===== src/hw/rtl/cspm_pkg.sv =====
// shared constants and sequencer state type for the cyclic shift point matcher
package cspm_pkg;

  localparam int POINTS_DEF = 4;   // corners per frame
  localparam int COORD_W    = 12;  // pixel coordinate width
  localparam int LABEL_W    = 2;   // width of label and shift fields

  typedef enum logic [3:0] {
    ST_LOAD,
    ST_SUM,
    ST_OFS,
    ST_DIFF,
    ST_SQX,
    ST_SQY,
    ST_RSTART,
    ST_RWAIT,
    ST_EMIT_LOAD,
    ST_EMIT_WAIT
  } cspm_state_t;

endpackage


===== src/hw/rtl/cspm_isqrt.sv =====
// iterative integer square root, two radicand bits per cycle, truncated result
module cspm_isqrt #(
  parameter int RAD_W  = 32,
  parameter int ROOT_W = RAD_W / 2
) (
  input  logic              clk,
  input  logic              rst_n,
  input  logic              start_i,
  input  logic [RAD_W-1:0]  rad_i,
  output logic              busy_o,
  output logic              done_o,
  output logic [ROOT_W-1:0] root_o
);

  localparam int REM_W  = ROOT_W + 3;
  localparam int ITER_W = $clog2(ROOT_W + 1);

  logic              busy_r;
  logic              done_r;
  logic [ITER_W-1:0] iter_r;
  logic [RAD_W-1:0]  rad_r;
  logic [REM_W-1:0]  rem_r;
  logic [ROOT_W-1:0] root_r;

  logic [REM_W-1:0]  rem_sh;
  logic [REM_W-1:0]  trial;
  logic [REM_W-1:0]  rem_nxt;
  logic [ROOT_W-1:0] root_nxt;

  always_comb begin
    rem_sh = {rem_r[REM_W-3:0], rad_r[RAD_W-1 -: 2]};
    trial  = REM_W'({root_r, 2'b01});
    if (rem_sh >= trial) begin
      rem_nxt  = rem_sh - trial;
      root_nxt = {root_r[ROOT_W-2:0], 1'b1};
    end else begin
      rem_nxt  = rem_sh;
      root_nxt = {root_r[ROOT_W-2:0], 1'b0};
    end
  end

  always_ff @(posedge clk) begin
    if (!rst_n) begin
      busy_r <= 1'b0;
      done_r <= 1'b0;
      iter_r <= '0;
    end else begin
      done_r <= 1'b0;
      if (start_i) begin
        busy_r <= 1'b1;
        iter_r <= ITER_W'(ROOT_W);
      end else if (busy_r) begin
        iter_r <= iter_r - ITER_W'(1);
        if (iter_r == ITER_W'(1)) begin
          busy_r <= 1'b0;
          done_r <= 1'b1;
        end
      end
    end
  end

  always_ff @(posedge clk) begin
    if (start_i) begin
      rad_r  <= rad_i;
      rem_r  <= '0;
      root_r <= '0;
    end else if (busy_r) begin
      rad_r  <= {rad_r[RAD_W-3:0], 2'b00};
      rem_r  <= rem_nxt;
      root_r <= root_nxt;
    end
  end

  assign busy_o = busy_r;
  assign done_o = done_r;
  assign root_o = root_r;

  // a new operand only arrives once the previous root is finished
  a_start_idle: assert property (@(posedge clk) disable iff (!rst_n)
    start_i |-> !busy_r)
    else $error("isqrt started while busy");

  a_busy_count: assert property (@(posedge clk) disable iff (!rst_n)
    busy_r |-> (iter_r != '0))
    else $error("isqrt busy with no iterations left");

  a_done_after_busy: assert property (@(posedge clk) disable iff (!rst_n)
    done_r |-> (!busy_r && $past(busy_r)))
    else $error("isqrt done without a finished run");

endmodule


===== src/hw/rtl/cyclic_shift_point_matcher.sv =====
// top level of the cyclic shift point matcher: corner store, sequencer, result port
//
// Corners of one frame come in one transfer per cycle; the corner flagged
// in_last_corner closes the frame. Up to POINTS corners are kept, later ones are
// dropped, and corners that never arrived count as (0,0). Each corner's offset
// from the frame mean is kept exactly, scaled by POINTS. For every cyclic shift s
// the block sums the truncated Euclidean distances between new offset j and the
// previous frame's offset (j+s) mod POINTS, picks the shift with the smallest
// sum (the lower shift on a tie; shift 0 on the first frame after reset) and
// then sends POINTS results in input order, each with label (index + shift) mod
// POINTS. Every corner pair goes through one shared squaring multiplier and one
// iterative square root unit that settles two radicand bits per cycle, and that
// root unit sets the pace. While a frame is being worked on or its results are
// delivered, in_ready stays low.
module cyclic_shift_point_matcher #(
  parameter int POINTS = cspm_pkg::POINTS_DEF
) (
  input  logic                         clk,
  input  logic                         rst_n,
  // corner input channel
  input  logic                         in_valid,
  output logic                         in_ready,
  input  logic [cspm_pkg::COORD_W-1:0] in_corner_x,
  input  logic [cspm_pkg::COORD_W-1:0] in_corner_y,
  input  logic                         in_last_corner,
  // labelled corner output channel
  output logic                         out_valid,
  input  logic                         out_ready,
  output logic [cspm_pkg::LABEL_W-1:0] out_point_label,
  output logic [cspm_pkg::COORD_W-1:0] out_point_x,
  output logic [cspm_pkg::COORD_W-1:0] out_point_y,
  output logic [cspm_pkg::LABEL_W-1:0] out_chosen_shift,
  output logic                         out_last_point
);

  localparam int CW     = cspm_pkg::COORD_W;
  localparam int LW     = cspm_pkg::LABEL_W;
  localparam int IDX_W  = $clog2(POINTS);
  localparam int CNT_W  = $clog2(POINTS + 1);
  localparam int SUM_W  = CW + $clog2(POINTS);      // coordinate sum
  localparam int OFF_W  = SUM_W + 1;                // signed scaled offset
  localparam int SQ_W   = 2 * OFF_W + 1;            // dx*dx + dy*dy
  localparam int RAD_W  = 2 * OFF_W + 2;            // radicand, even width
  localparam int ROOT_W = OFF_W + 1;
  localparam int DSUM_W = ROOT_W + $clog2(POINTS);  // distance sum per shift

  localparam logic [IDX_W-1:0] LAST_IDX = IDX_W'(POINTS - 1);

  cspm_pkg::cspm_state_t state_r, state_nxt;

  // corner store, entries at or beyond the fill count read as zero
  logic [CW-1:0]    corner_x_r [POINTS];
  logic [CW-1:0]    corner_y_r [POINTS];
  logic [CNT_W-1:0] cnt_r, cnt_nxt;
  logic             corner_we;

  // previous frame's offsets
  logic [OFF_W-1:0] prev_x_r [POINTS];
  logic [OFF_W-1:0] prev_y_r [POINTS];
  logic             prev_we;

  // sequencer datapath
  logic [IDX_W-1:0]  j_r, j_nxt;
  logic [IDX_W-1:0]  s_r, s_nxt;
  logic [IDX_W-1:0]  best_r, best_nxt;
  logic [DSUM_W-1:0] best_sum_r, best_sum_nxt;
  logic [DSUM_W-1:0] dsum_r, dsum_nxt;
  logic [SUM_W-1:0]  sum_x_r, sum_x_nxt;
  logic [SUM_W-1:0]  sum_y_r, sum_y_nxt;
  logic [OFF_W-1:0]  nx_r, nx_nxt;
  logic [OFF_W-1:0]  ny_r, ny_nxt;
  logic [OFF_W-1:0]  dx_r, dx_nxt;
  logic [OFF_W-1:0]  dy_r, dy_nxt;
  logic [SQ_W-1:0]   sq_r, sq_nxt;

  // output register
  logic          out_valid_r, out_valid_nxt;
  logic [LW-1:0] out_label_r, out_label_nxt;
  logic [CW-1:0] out_x_r, out_x_nxt;
  logic [CW-1:0] out_y_r, out_y_nxt;
  logic [LW-1:0] out_shift_r, out_shift_nxt;
  logic          out_last_r, out_last_nxt;

  // combinational helpers
  logic [CW-1:0]        rd_x, rd_y;
  logic [SUM_W-1:0]     scaled_x, scaled_y;
  logic [OFF_W-1:0]     off_x, off_y;
  logic [IDX_W:0]       k_sum, lbl_sum;
  logic [IDX_W-1:0]     k_idx, lbl_idx;
  logic [OFF_W:0]       dxw, dyw;
  logic [OFF_W-1:0]     mul_a;
  logic [2*OFF_W-1:0]   prod;
  logic [DSUM_W-1:0]    dsum_tot;
  logic                 sq_start;
  logic                 sq_busy;
  logic                 sq_done;
  logic [ROOT_W-1:0]    sq_root;

  // corner read at the sequencer index, padded with zero past the fill count
  assign rd_x = (CNT_W'(j_r) < cnt_r) ? corner_x_r[j_r] : '0;
  assign rd_y = (CNT_W'(j_r) < cnt_r) ? corner_y_r[j_r] : '0;

  // offset from frame mean, scaled by POINTS so it stays exact
  assign scaled_x = SUM_W'(rd_x) * SUM_W'(POINTS);
  assign scaled_y = SUM_W'(rd_y) * SUM_W'(POINTS);
  assign off_x    = {1'b0, scaled_x} - {1'b0, sum_x_r};
  assign off_y    = {1'b0, scaled_y} - {1'b0, sum_y_r};

  // partner index (j + s) mod POINTS and label (j + best) mod POINTS
  assign k_sum   = {1'b0, j_r} + {1'b0, s_r};
  assign k_idx   = (k_sum >= (IDX_W+1)'(POINTS)) ? IDX_W'(k_sum - (IDX_W+1)'(POINTS))
                                                 : IDX_W'(k_sum);
  assign lbl_sum = {1'b0, j_r} + {1'b0, best_r};
  assign lbl_idx = (lbl_sum >= (IDX_W+1)'(POINTS)) ? IDX_W'(lbl_sum - (IDX_W+1)'(POINTS))
                                                   : IDX_W'(lbl_sum);

  // sign-extended differences against the stored partner offset
  assign dxw = {nx_r[OFF_W-1], nx_r} - {prev_x_r[k_idx][OFF_W-1], prev_x_r[k_idx]};
  assign dyw = {ny_r[OFF_W-1], ny_r} - {prev_y_r[k_idx][OFF_W-1], prev_y_r[k_idx]};

  // one shared squaring multiplier, x then y
  assign mul_a = (state_r == cspm_pkg::ST_SQX) ? dx_r : dy_r;
  assign prod  = (2*OFF_W)'(mul_a) * (2*OFF_W)'(mul_a);

  assign dsum_tot = dsum_r + DSUM_W'(sq_root);

  cspm_isqrt #(
    .RAD_W  (RAD_W),
    .ROOT_W (ROOT_W)
  ) u_isqrt (
    .clk     (clk),
    .rst_n   (rst_n),
    .start_i (sq_start),
    .rad_i   (RAD_W'(sq_r)),
    .busy_o  (sq_busy),
    .done_o  (sq_done),
    .root_o  (sq_root)
  );

  // sequencer: next state and datapath controls
  always_comb begin
    state_nxt     = state_r;
    cnt_nxt       = cnt_r;
    j_nxt         = j_r;
    s_nxt         = s_r;
    best_nxt      = best_r;
    best_sum_nxt  = best_sum_r;
    dsum_nxt      = dsum_r;
    sum_x_nxt     = sum_x_r;
    sum_y_nxt     = sum_y_r;
    nx_nxt        = nx_r;
    ny_nxt        = ny_r;
    dx_nxt        = dx_r;
    dy_nxt        = dy_r;
    sq_nxt        = sq_r;
    out_valid_nxt = out_valid_r;
    out_label_nxt = out_label_r;
    out_x_nxt     = out_x_r;
    out_y_nxt     = out_y_r;
    out_shift_nxt = out_shift_r;
    out_last_nxt  = out_last_r;
    in_ready      = 1'b0;
    corner_we     = 1'b0;
    prev_we       = 1'b0;
    sq_start      = 1'b0;

    unique case (state_r)
      cspm_pkg::ST_LOAD: begin
        in_ready = 1'b1;
        if (in_valid) begin
          // extra corners past POINTS are dropped but may still close the frame
          if (cnt_r < CNT_W'(POINTS)) begin
            corner_we = 1'b1;
            cnt_nxt   = cnt_r + CNT_W'(1);
          end
          if (in_last_corner) begin
            j_nxt     = '0;
            sum_x_nxt = '0;
            sum_y_nxt = '0;
            state_nxt = cspm_pkg::ST_SUM;
          end
        end
      end

      cspm_pkg::ST_SUM: begin
        sum_x_nxt = sum_x_r + SUM_W'(rd_x);
        sum_y_nxt = sum_y_r + SUM_W'(rd_y);
        if (j_r == LAST_IDX) begin
          j_nxt     = '0;
          s_nxt     = '0;
          dsum_nxt  = '0;
          state_nxt = cspm_pkg::ST_OFS;
        end else begin
          j_nxt = j_r + IDX_W'(1);
        end
      end

      cspm_pkg::ST_OFS: begin
        nx_nxt    = off_x;
        ny_nxt    = off_y;
        state_nxt = cspm_pkg::ST_DIFF;
      end

      cspm_pkg::ST_DIFF: begin
        dx_nxt    = dxw[OFF_W] ? OFF_W'(-dxw) : OFF_W'(dxw);
        dy_nxt    = dyw[OFF_W] ? OFF_W'(-dyw) : OFF_W'(dyw);
        state_nxt = cspm_pkg::ST_SQX;
      end

      cspm_pkg::ST_SQX: begin
        sq_nxt    = SQ_W'(prod);
        state_nxt = cspm_pkg::ST_SQY;
      end

      cspm_pkg::ST_SQY: begin
        sq_nxt    = sq_r + SQ_W'(prod);
        state_nxt = cspm_pkg::ST_RSTART;
      end

      cspm_pkg::ST_RSTART: begin
        sq_start  = 1'b1;
        state_nxt = cspm_pkg::ST_RWAIT;
      end

      cspm_pkg::ST_RWAIT: begin
        if (sq_done) begin
          if (j_r == LAST_IDX) begin
            // full diagonal summed, keep the strictly smaller one
            if ((s_r == '0) || (dsum_tot < best_sum_r)) begin
              best_nxt     = s_r;
              best_sum_nxt = dsum_tot;
            end
            dsum_nxt = '0;
            j_nxt    = '0;
            if (s_r == LAST_IDX) begin
              state_nxt = cspm_pkg::ST_EMIT_LOAD;
            end else begin
              s_nxt     = s_r + IDX_W'(1);
              state_nxt = cspm_pkg::ST_OFS;
            end
          end else begin
            dsum_nxt  = dsum_tot;
            j_nxt     = j_r + IDX_W'(1);
            state_nxt = cspm_pkg::ST_OFS;
          end
        end
      end

      cspm_pkg::ST_EMIT_LOAD: begin
        // compares are done, so the new offset replaces the old one here
        prev_we       = 1'b1;
        out_valid_nxt = 1'b1;
        out_label_nxt = LW'(lbl_idx);
        out_x_nxt     = rd_x;
        out_y_nxt     = rd_y;
        out_shift_nxt = LW'(best_r);
        out_last_nxt  = (j_r == LAST_IDX);
        state_nxt     = cspm_pkg::ST_EMIT_WAIT;
      end

      cspm_pkg::ST_EMIT_WAIT: begin
        if (out_ready) begin
          out_valid_nxt = 1'b0;
          if (j_r == LAST_IDX) begin
            cnt_nxt   = '0;
            j_nxt     = '0;
            state_nxt = cspm_pkg::ST_LOAD;
          end else begin
            j_nxt     = j_r + IDX_W'(1);
            state_nxt = cspm_pkg::ST_EMIT_LOAD;
          end
        end
      end

      default: begin
        state_nxt = cspm_pkg::ST_LOAD;
      end
    endcase
  end

  // control state
  always_ff @(posedge clk) begin
    if (!rst_n) begin
      state_r     <= cspm_pkg::ST_LOAD;
      cnt_r       <= '0;
      j_r         <= '0;
      s_r         <= '0;
      out_valid_r <= 1'b0;
    end else begin
      state_r     <= state_nxt;
      cnt_r       <= cnt_nxt;
      j_r         <= j_nxt;
      s_r         <= s_nxt;
      out_valid_r <= out_valid_nxt;
    end
  end

  // datapath registers
  always_ff @(posedge clk) begin
    best_r      <= best_nxt;
    best_sum_r  <= best_sum_nxt;
    dsum_r      <= dsum_nxt;
    sum_x_r     <= sum_x_nxt;
    sum_y_r     <= sum_y_nxt;
    nx_r        <= nx_nxt;
    ny_r        <= ny_nxt;
    dx_r        <= dx_nxt;
    dy_r        <= dy_nxt;
    sq_r        <= sq_nxt;
    out_label_r <= out_label_nxt;
    out_x_r     <= out_x_nxt;
    out_y_r     <= out_y_nxt;
    out_shift_r <= out_shift_nxt;
    out_last_r  <= out_last_nxt;
  end

  // corner store written at the fill count
  always_ff @(posedge clk) begin
    if (corner_we) begin
      corner_x_r[cnt_r[IDX_W-1:0]] <= in_corner_x;
      corner_y_r[cnt_r[IDX_W-1:0]] <= in_corner_y;
    end
  end

  // previous offsets start at zero, so the first frame picks shift zero
  always_ff @(posedge clk) begin
    if (!rst_n) begin
      for (int i = 0; i < POINTS; i++) begin
        prev_x_r[i] <= '0;
        prev_y_r[i] <= '0;
      end
    end else if (prev_we) begin
      prev_x_r[j_r] <= off_x;
      prev_y_r[j_r] <= off_y;
    end
  end

  assign out_valid        = out_valid_r;
  assign out_point_label  = out_label_r;
  assign out_point_x      = out_x_r;
  assign out_point_y      = out_y_r;
  assign out_chosen_shift = out_shift_r;
  assign out_last_point   = out_last_r;

  // no corner is taken while a result is on offer
  a_no_in_while_out: assert property (@(posedge clk) disable iff (!rst_n)
    out_valid |-> !in_ready)
    else $error("input ready while result pending");

  // fill count never passes the store depth
  a_cnt_bound: assert property (@(posedge clk) disable iff (!rst_n)
    cnt_r <= CNT_W'(POINTS))
    else $error("corner count overflow");

  // the root unit is only waited on after being started
  a_root_wait: assert property (@(posedge clk) disable iff (!rst_n)
    (state_r == cspm_pkg::ST_RWAIT) |-> (sq_busy || sq_done))
    else $error("waiting on idle root unit");

  // the frame's final transfer reopens the input
  a_frame_end: assert property (@(posedge clk) disable iff (!rst_n)
    (out_valid && out_ready && out_last_point) |=> (in_ready && (cnt_r == '0)))
    else $error("input not reopened after frame");

endmodule

===== config.mk =====
export PLATFORM = sky130hd
export DESIGN_NAME = cyclic_shift_point_matcher
export DESIGN_NICKNAME = d
export VERILOG_FILES = /design/src/hw/rtl/cspm_pkg.sv /design/src/hw/rtl/cspm_isqrt.sv /design/src/hw/rtl/cyclic_shift_point_matcher.sv
export SDC_FILE = /design/constraint.sdc
export NUM_CORES = 1
export LEC_CHECK = 0
export ABC_AREA = 1
export ABC_CLOCK_PERIOD_IN_PS = 14800
export BUFFER_PORTS_ARGS = -buffer_cell sky130_fd_sc_hd__clkbuf_2
export CORE_ASPECT_RATIO = 0.7
export CORE_MARGIN = 4
export CORE_UTILIZATION = 57
export DETAILED_ROUTE_END_ITERATION = 7
export PLACE_DENSITY = 0.82
export SYNTH_ARGS = -nofsm -noshare
export SYNTH_HDL_FRONTEND = slang
export SYNTH_SLANG_ARGS = --single-unit

===== constraint.sdc =====
create_clock -name clk -period 14.8 [get_ports clk]
set_clock_uncertainty 0.05 [all_clocks]
set_input_delay 0.74 -clock clk [delete_from_list [all_inputs] [get_ports clk]]
set_output_delay 0.74 -clock clk [all_outputs]
set_load 0.03 [all_outputs]

==> key figures, run 1 <==
Route
  – Final ANT Viol Nets: 0
  – Via density per instance: 5.57
  – Total wire length: 85,300 microns
  – # DRC: 0
  – Starting DRC count in detailed routing: 2,704
  – 1st-pass router iterations: 6
  – Via count: 28,100
  – Routed length per instance: 16.9 microns

Synthesis
  – Cells after synthesis: 4,162
  – Synth Flop Type: edfxtp_1
  – Net Count, Synth: 4,600
  – Sequential area share after synthesis: 40.4%
  – FF+latch count, synth: 488
  – Count of different cell masters after synthesis: 54
  – Mean area per synthesized cell: 8.39 sq um
  – Synth Warn #: 0
  – Async SR Flop Fraction: 0%
  – Post-Syn Area: 34,900 sq um
  – EDFF count, synth: 433

Clock network
  – Clock Pin Slew Worst Setup and Hold Paths: 0.07 ns
  – Worst-Skew Late Latency: 0.59 ns
  – CTS Buf Count: 46
  – Hold-fix buffers at CTS: 0
  – CTS root buffer: clkbuf_16
  – Postcts setup bufs: 0
  – H-tree depth: 2
  – Resized cells post-CTS: 0
  – Max clock buf depth: 3
  – CTS sink cnt: 488
  – CTS tree: built

Critical path
  – Kind of end point of the critical path: flip-flop
  – CP peak stage delay: 0.56 ns
  – WS Path Type: flip-flop to flip-flop
  – CP Data Required Time: 15.07 ns
  – Worst-path maximum fanout: 29
  – Critical path startpoint category: flip-flop
  – Slowest cell on crit path: fa_1
  – WP data arrival: 8.88 ns
  – Top cell by count, worst path: nand2_1

Cells and area
  – Share of layout cells above drive strength 1: 6.41%
  – Filler cell count: 5,016
  – Most frequent cells in the layout: 916 x nand2_1, 612 x inv_1, 565 x nor2_1
  – Most common cell after layout, fill and taps aside: nand2_1
  – Layout area overhead: 7.50%
  – Post-route cell area: 37,500 sq um
  – Antenna Cells: 0
  – Nets: 4,645

STA
  – Slew headroom: 22.3%
  – Finish-stage setup viols: 0
  – RSZ-0062 raised after global routing: no
  – Fin crit period: 8.61 ns
  – Achievable Freq: 0.116 GHz
  – Fin. max-slew vios: 0
  – Worst Hold Slack: 0.317 ns
  – Final hold vios: 0
  – Final Cycle Share: 58.2%
  – TNS Setup: 0 ns
  – Slew @ Worst Pin: 1.17 ns

Floorplanning
  – Rows: 75
  – Core Region: 60,200 sq um
  – I/O pin total: 60
  – Die height: 215 microns
  – Die footprint: 65,300 sq um
  – Initial Util: 58.0%
  – Die width: 304 microns

Flow run
  – Max_cap viols: 0

Worst hold path
  – Hold crit path type: primary input to flip-flop

Global route
  – Vias in the first global route: 26,800
  – Antenna violations before repair: 1
  – Total routing usage reported by global routing: 25.7%
  – Total gr overflow: 0
  – Largest net degree at the start of global routing: 61
  – First-pass GRT wire length: 139,000 microns

Place
  – Placer Congestion: 0.957
  – Port bufs: 59
  – HPWL Detailed: 63,400 microns
  – Area after DPL: 36,100 sq um

Status
  – Status: finished, final reports clean
-- area by class of cell --
cell class	instances	area, sq um	share of cell area [%]
Inverter	644	2420	6.44
Timing Repair Buffer	85	490	1.31
Multi-Input combinational cell	2942	18100	48.1
Clock buffer	55	1180	3.16
Sequential cell	488	14100	37.6
Tap cell	808	1010	2.69
Clock inverter	30	274	0.730
-- state kept, by name, summed over array words and instances, names as in the netlist, 3 cells and up, named ones only --
signal / cells
corner_y_r: 48
dx_r: 15
corner_x_r: 48
dsum_r: 18
sq_r: 31
u_isqrt.iter_r: 5
cnt_r: 3
sum_x_r: 14
sum_y_r: 14
nx_r: 15
prev_y_r: 60
state_r: 4
u_isqrt.rad_r: 32
out_point_y: 12
best_sum_r: 18
u_isqrt.rem_r: 17
u_isqrt.root_o: 16
dy_r: 15
prev_x_r: 60
ny_r: 15
out_point_x: 12
-- cell usage after synthesis (all sizes together) (3+ instances only) --
library cell    n  area [sq um]
fa            144          2880
nand3b          8          60.1
a31oi          13          81.3
a21boi          7          52.6
a21o           14           105
a211oi          5          37.5
nand2         937          3580
or2            10          62.6
a21oi         226          1140
nor2          590          2270
nand4          42           263
inv           644          2420
dfxtp          55          1100
o2111ai         5          43.8
xnor2          26           235
o31ai           3          22.5
o211ai          5          37.5
buf            35           216
edfxtp        433         13000
ha            265          3320
nand3         200          1040
xor2           77           674
and2           16           100
o21bai         26           195
o22ai          16           100
o21ai         246          1310
nor3           39           200
nor4            4          25.0
o21a            9          67.6
clkbuf         53           199
-- critical path, delay by kind of cell, from the launching register on --
family / cells / cell delay [ns]
compound gates: 4 / 0.79
xor+xnor: 1 / 0.39
fa+ha+maj: 8 / 3.97
buf+inv: 7 / 1.10
flops: 1 / 0.55
simple gates: 14 / 1.51
-- layer usage --
layer	track usage [%]	vias to the layer above	share of wire [%]	wire (microns)
li1	-	13700	-	-
met1	38.0	13300	46	39000
met2	40.1	1082	44	37400
met3	4.84	126	8.7	7400
met4	4.85	2	1.7	1480
met5	0	-	0.013	11
-- cell families after synthesis --
kind of cell,after synthesis,share of synthesized area [%]
compound gates,579,9.23
xor+xnor,103,2.61
fa+ha+maj,409,17.8
buf+inv,732,8.11
flops,488,40.4
mux,3,0.100
simple gates,1848,21.8
-- per-stage QoR --
stage,setup WS [ns],std cells,util [%]
floorplan,7.30,4162,-
detailed placement,6.35,4967,59.9
global route,5.74,5052,62.3
CTS,6.31,5052,62.3
global placement,6.42,4967,59.9
finish,6.19,5052,62.3
-- path summary, 6_finish.rpt --
check / cells after the start / endpoint / slack, ns / startpoint
max reg2reg: 34 / sq_r[26]$_DFFE_PP_ / 6.19 / state_r[0]$_SDFFE_PN0P_
max: 34 / sq_r[26]$_DFFE_PP_ / 6.19 / state_r[0]$_SDFFE_PN0P_
min reg2reg: 2 / u_isqrt.rem_r[15]$_SDFFE_PP0P_ / 0.42 / u_isqrt.rem_r[15]$_SDFFE_PP0P_
min: 1 / corner_y_r[1][11]$_DFFE_PP_ / 0.32 / in_corner_y[11]
Power of run 1 is left out: the tool's default activity adds up to more than one toggle a clock period on the data nets, which glitch-free logic cannot reach.
==> run 2, diff against run 1 <==
Settings changed: ABC_AREA 1 to 0, ABC_CLOCK_PERIOD_IN_PS 14800 to 8000.
Clock period 14.8 ns to 8 ns, I/O delays scaled along.
==> key figures, run 2 <==
Cells and area
  – Share of layout cells above drive strength 1: 18.5%
  – Filler cell count: 3,814
  – Fin util: 68.2%
  – Layout area overhead: 17.5%
  – Most frequent cells in the layout: 433 x edfxtp_1, 379 x inv_1, 329 x nor2_1
  – Most common cell after layout, fill and taps aside: edfxtp_1
  – Nets: 3,732
  – Biggest regs: prev_x_r: 60 flops, prev_y_r: 60 flops

Floorplanning
  – I/O pin total: 60
  – Initial Util: 58.1%
  – Die width: 293 microns
  – Die footprint: 60,700 sq um
  – Die height: 207 microns
  – Core Region: 55,700 sq um
  – Rows: 72

Route
  – Via density per instance: 5.86
  – Routed length per instance: 19.8 microns
  – Total wire length: 80,600 microns
  – Via count: 23,900
  – # DRC: 0
  – Starting DRC count in detailed routing: 2,165
  – Final ANT Viol Nets: 0
  – 1st-pass router iterations: 6

STA
  – Finish-stage setup viols: 10
  – Fin. max-slew vios: 0
  – RSZ-0062 raised after global routing: yes
  – Slew @ Worst Pin: 1.21 ns
  – Final Cycle Share: 106%
  – Achievable Freq: 0.117 GHz
  – Final hold vios: 0
  – TNS Setup: -3.53 ns
  – Setup slack after layout: -0.517 ns
  – Fin crit period: 8.52 ns
  – Slew headroom: 18.6%

Critical path
  – RR Endpoint: sq_r[28]$_DFFE_PP_
  – CP Data Required Time: 8.27 ns
  – FF-to-FF Start: state_r[1]$_SDFFE_PN0P_
  – WP data arrival: 8.78 ns
  – Top cell by count, worst path: fa_1
  – Worst Reg-to-Reg Cells: 39
  – Slowest cell on crit path: fa_1
  – FF-to-FF setup slack: -0.52 ns
  – CP peak stage delay: 0.50 ns
  – Critical path startpoint category: flip-flop
  – Worst-path maximum fanout: 6
  – Crit path buf inv count: 10
  – Kind of end point of the critical path: flip-flop
  – CP top delay family: adder cells
  – WS Path Type: flip-flop to flip-flop

Status
  – Status: finished with violations
  – Failing checks: negative setup slack

Synthesis
  – Synth top area share: 40.2%
  – Net Count, Synth: 3,424
  – Synth Warn #: 0
  – Sequential area share after synthesis: 43.6%
  – Async SR Flop Fraction: 0%
  – Top-count cell post-synth: edfxtp_1
  – Cells after synthesis: 2,986
  – Synth Flop Type: edfxtp_1
  – Post-Syn Area: 32,300 sq um
  – Area contributors post-synth: edfxtp_1 40%, ha_1 10%, fa_1 8.9%
  – Post-synth top cells: 433 x edfxtp_1, 390 x inv_1, 346 x nor2_1, 265 x ha_1, 249 x nand2_1
  – Synth area leader: edfxtp_1
  – FF+latch count, synth: 488
  – EDFF count, synth: 433
  – Mean area per synthesized cell: 10.8 sq um
  – Count of different cell masters after synthesis: 90

Clock network
  – Clock Pin Slew Worst Setup and Hold Paths: 0.07 ns
  – H-tree depth: 2
  – CTS tree: built
  – Max clock buf depth: 3
  – CTS Buf Count: 45
  – CTS sink cnt: 488
  – CTS root buffer: clkbuf_16
  – Worst-Skew Late Latency: 0.60 ns

Place
  – Placer Congestion: 0.901
  – HPWL Detailed: 56,800 microns
  – Port bufs: 59

Worst hold path
  – Hold_sp: out_ready
  – WHS Path Cells: 3
  – Hold crit path type: primary input to flip-flop
  – Hold path endpoint: state_r[3]$_SDFFE_PN0P_

Global route
  – First-pass GRT wire length: 131,000 microns
  – Antenna violations before repair: 1
  – Vias in the first global route: 25,100
  – Total routing usage reported by global routing: 26.4%
  – Total gr overflow: 0
  – Largest net degree at the start of global routing: 52

Flow run
  – Max_cap viols: 0
-- run 2: cell types whose count changed in the layout (fill, tap and decap cells not counted), moves of 54 or more --
cell | before | now
a21oi_1 | 222 | 112
xnor2_1 | 25 | 101
buf_4 | 26 | 236
nand2_1 | 916 | 232
nor2_1 | 565 | 329
inv_1 | 612 | 379
nor2b_1 | 0 | 54
nand3_1 | 193 | 27
o21ai_0 | 213 | 86
-- run 2: stage by stage --
stage                     area, sq um  instances  setup slack (ns)  hold WS, ns
final                           38000       4071            -0.517        0.207
after floorplan                 32700       2986            -0.210        0.381
after global routing            38000       4070            -0.836        0.229
after detailed placement        35200       3918            -0.808        0.402
after global placement          35200       3918            -0.617        0.392
after CTS                       37500       4058            -0.409        0.183
-- run 2: area by class of cell --
type	count	area (sq um)	share of cell area, %
clock buffer	56	1170	3.07
timing repair buffer	343	2610	6.87
sequential	488	14100	37.2
clock inverter	27	362	0.952
inverter	393	1490	3.91
multi-input combinational	2023	17300	45.6
antenna	1	2.50	0.00659
tap	740	926	2.44
-- run 2: what timing repair did --
| item | CTS | global route |
|---|---|---|
| endpoints found under the hold margin | 96 | 0 |
| endpoints found under the setup margin | 12 | 18 |
| gates cloned | 1 | 0 |
| hold buffers | 24 | 0 |
| pin swaps | 65 | 36 |
| gates resized for setup | 68 | 74 |
| buffers inserted | 32 | 17 |
-- run 2: cells by family after synthesis --
group	count (synthesis)	share of synthesized area (%)
muxes	101	5.21
adders and majority gates	409	19.2
and+or+nand+nor	862	12.1
DFF	488	43.6
xor gates and xnor gates	170	4.61
buffers and inverters	475	5.53
AOI/OAI and AO/OA	481	9.81
-- run 2: worst max path at each step --
stage,from,end,slack (ns),depth (start not counted)
after detailed placement,state_r[1]$_SDFFE_PN0P_,sq_r[28]$_DFFE_PP_,-0.81,33
after global routing,state_r[1]$_SDFFE_PN0P_,sq_r[29]$_DFFE_PP_,-0.84,36
after global placement,state_r[1]$_SDFFE_PN0P_,sq_r[28]$_DFFE_PP_,-0.62,34
final,state_r[1]$_SDFFE_PN0P_,sq_r[28]$_DFFE_PP_,-0.52,39
after floorplan,state_r[2]$_SDFFE_PN0P_,sq_r[27]$_DFFE_PP_,-0.21,38
after CTS,state_r[1]$_SDFFE_PN0P_,sq_r[28]$_DFFE_PP_,-0.41,36
-- run 2: per-layer routing --
metal	GRT usage (%)	share of wire (%)	up-vias	wire, microns
met3	4.10	7.2	179	5840
met1	36.5	42	11700	34100
li1	-	-	11000	-
met2	44.0	48	1025	38700
met4	6.61	2.5	0	1980
met5	0	0	-	0
-- run 2: worst min-delay path, stage by stage --
cell and delay [ns]:
clkbuf_2 0.10, nor3b_1 0.09, o21a_1 0.19
Power of run 2 is left out for the same reason.
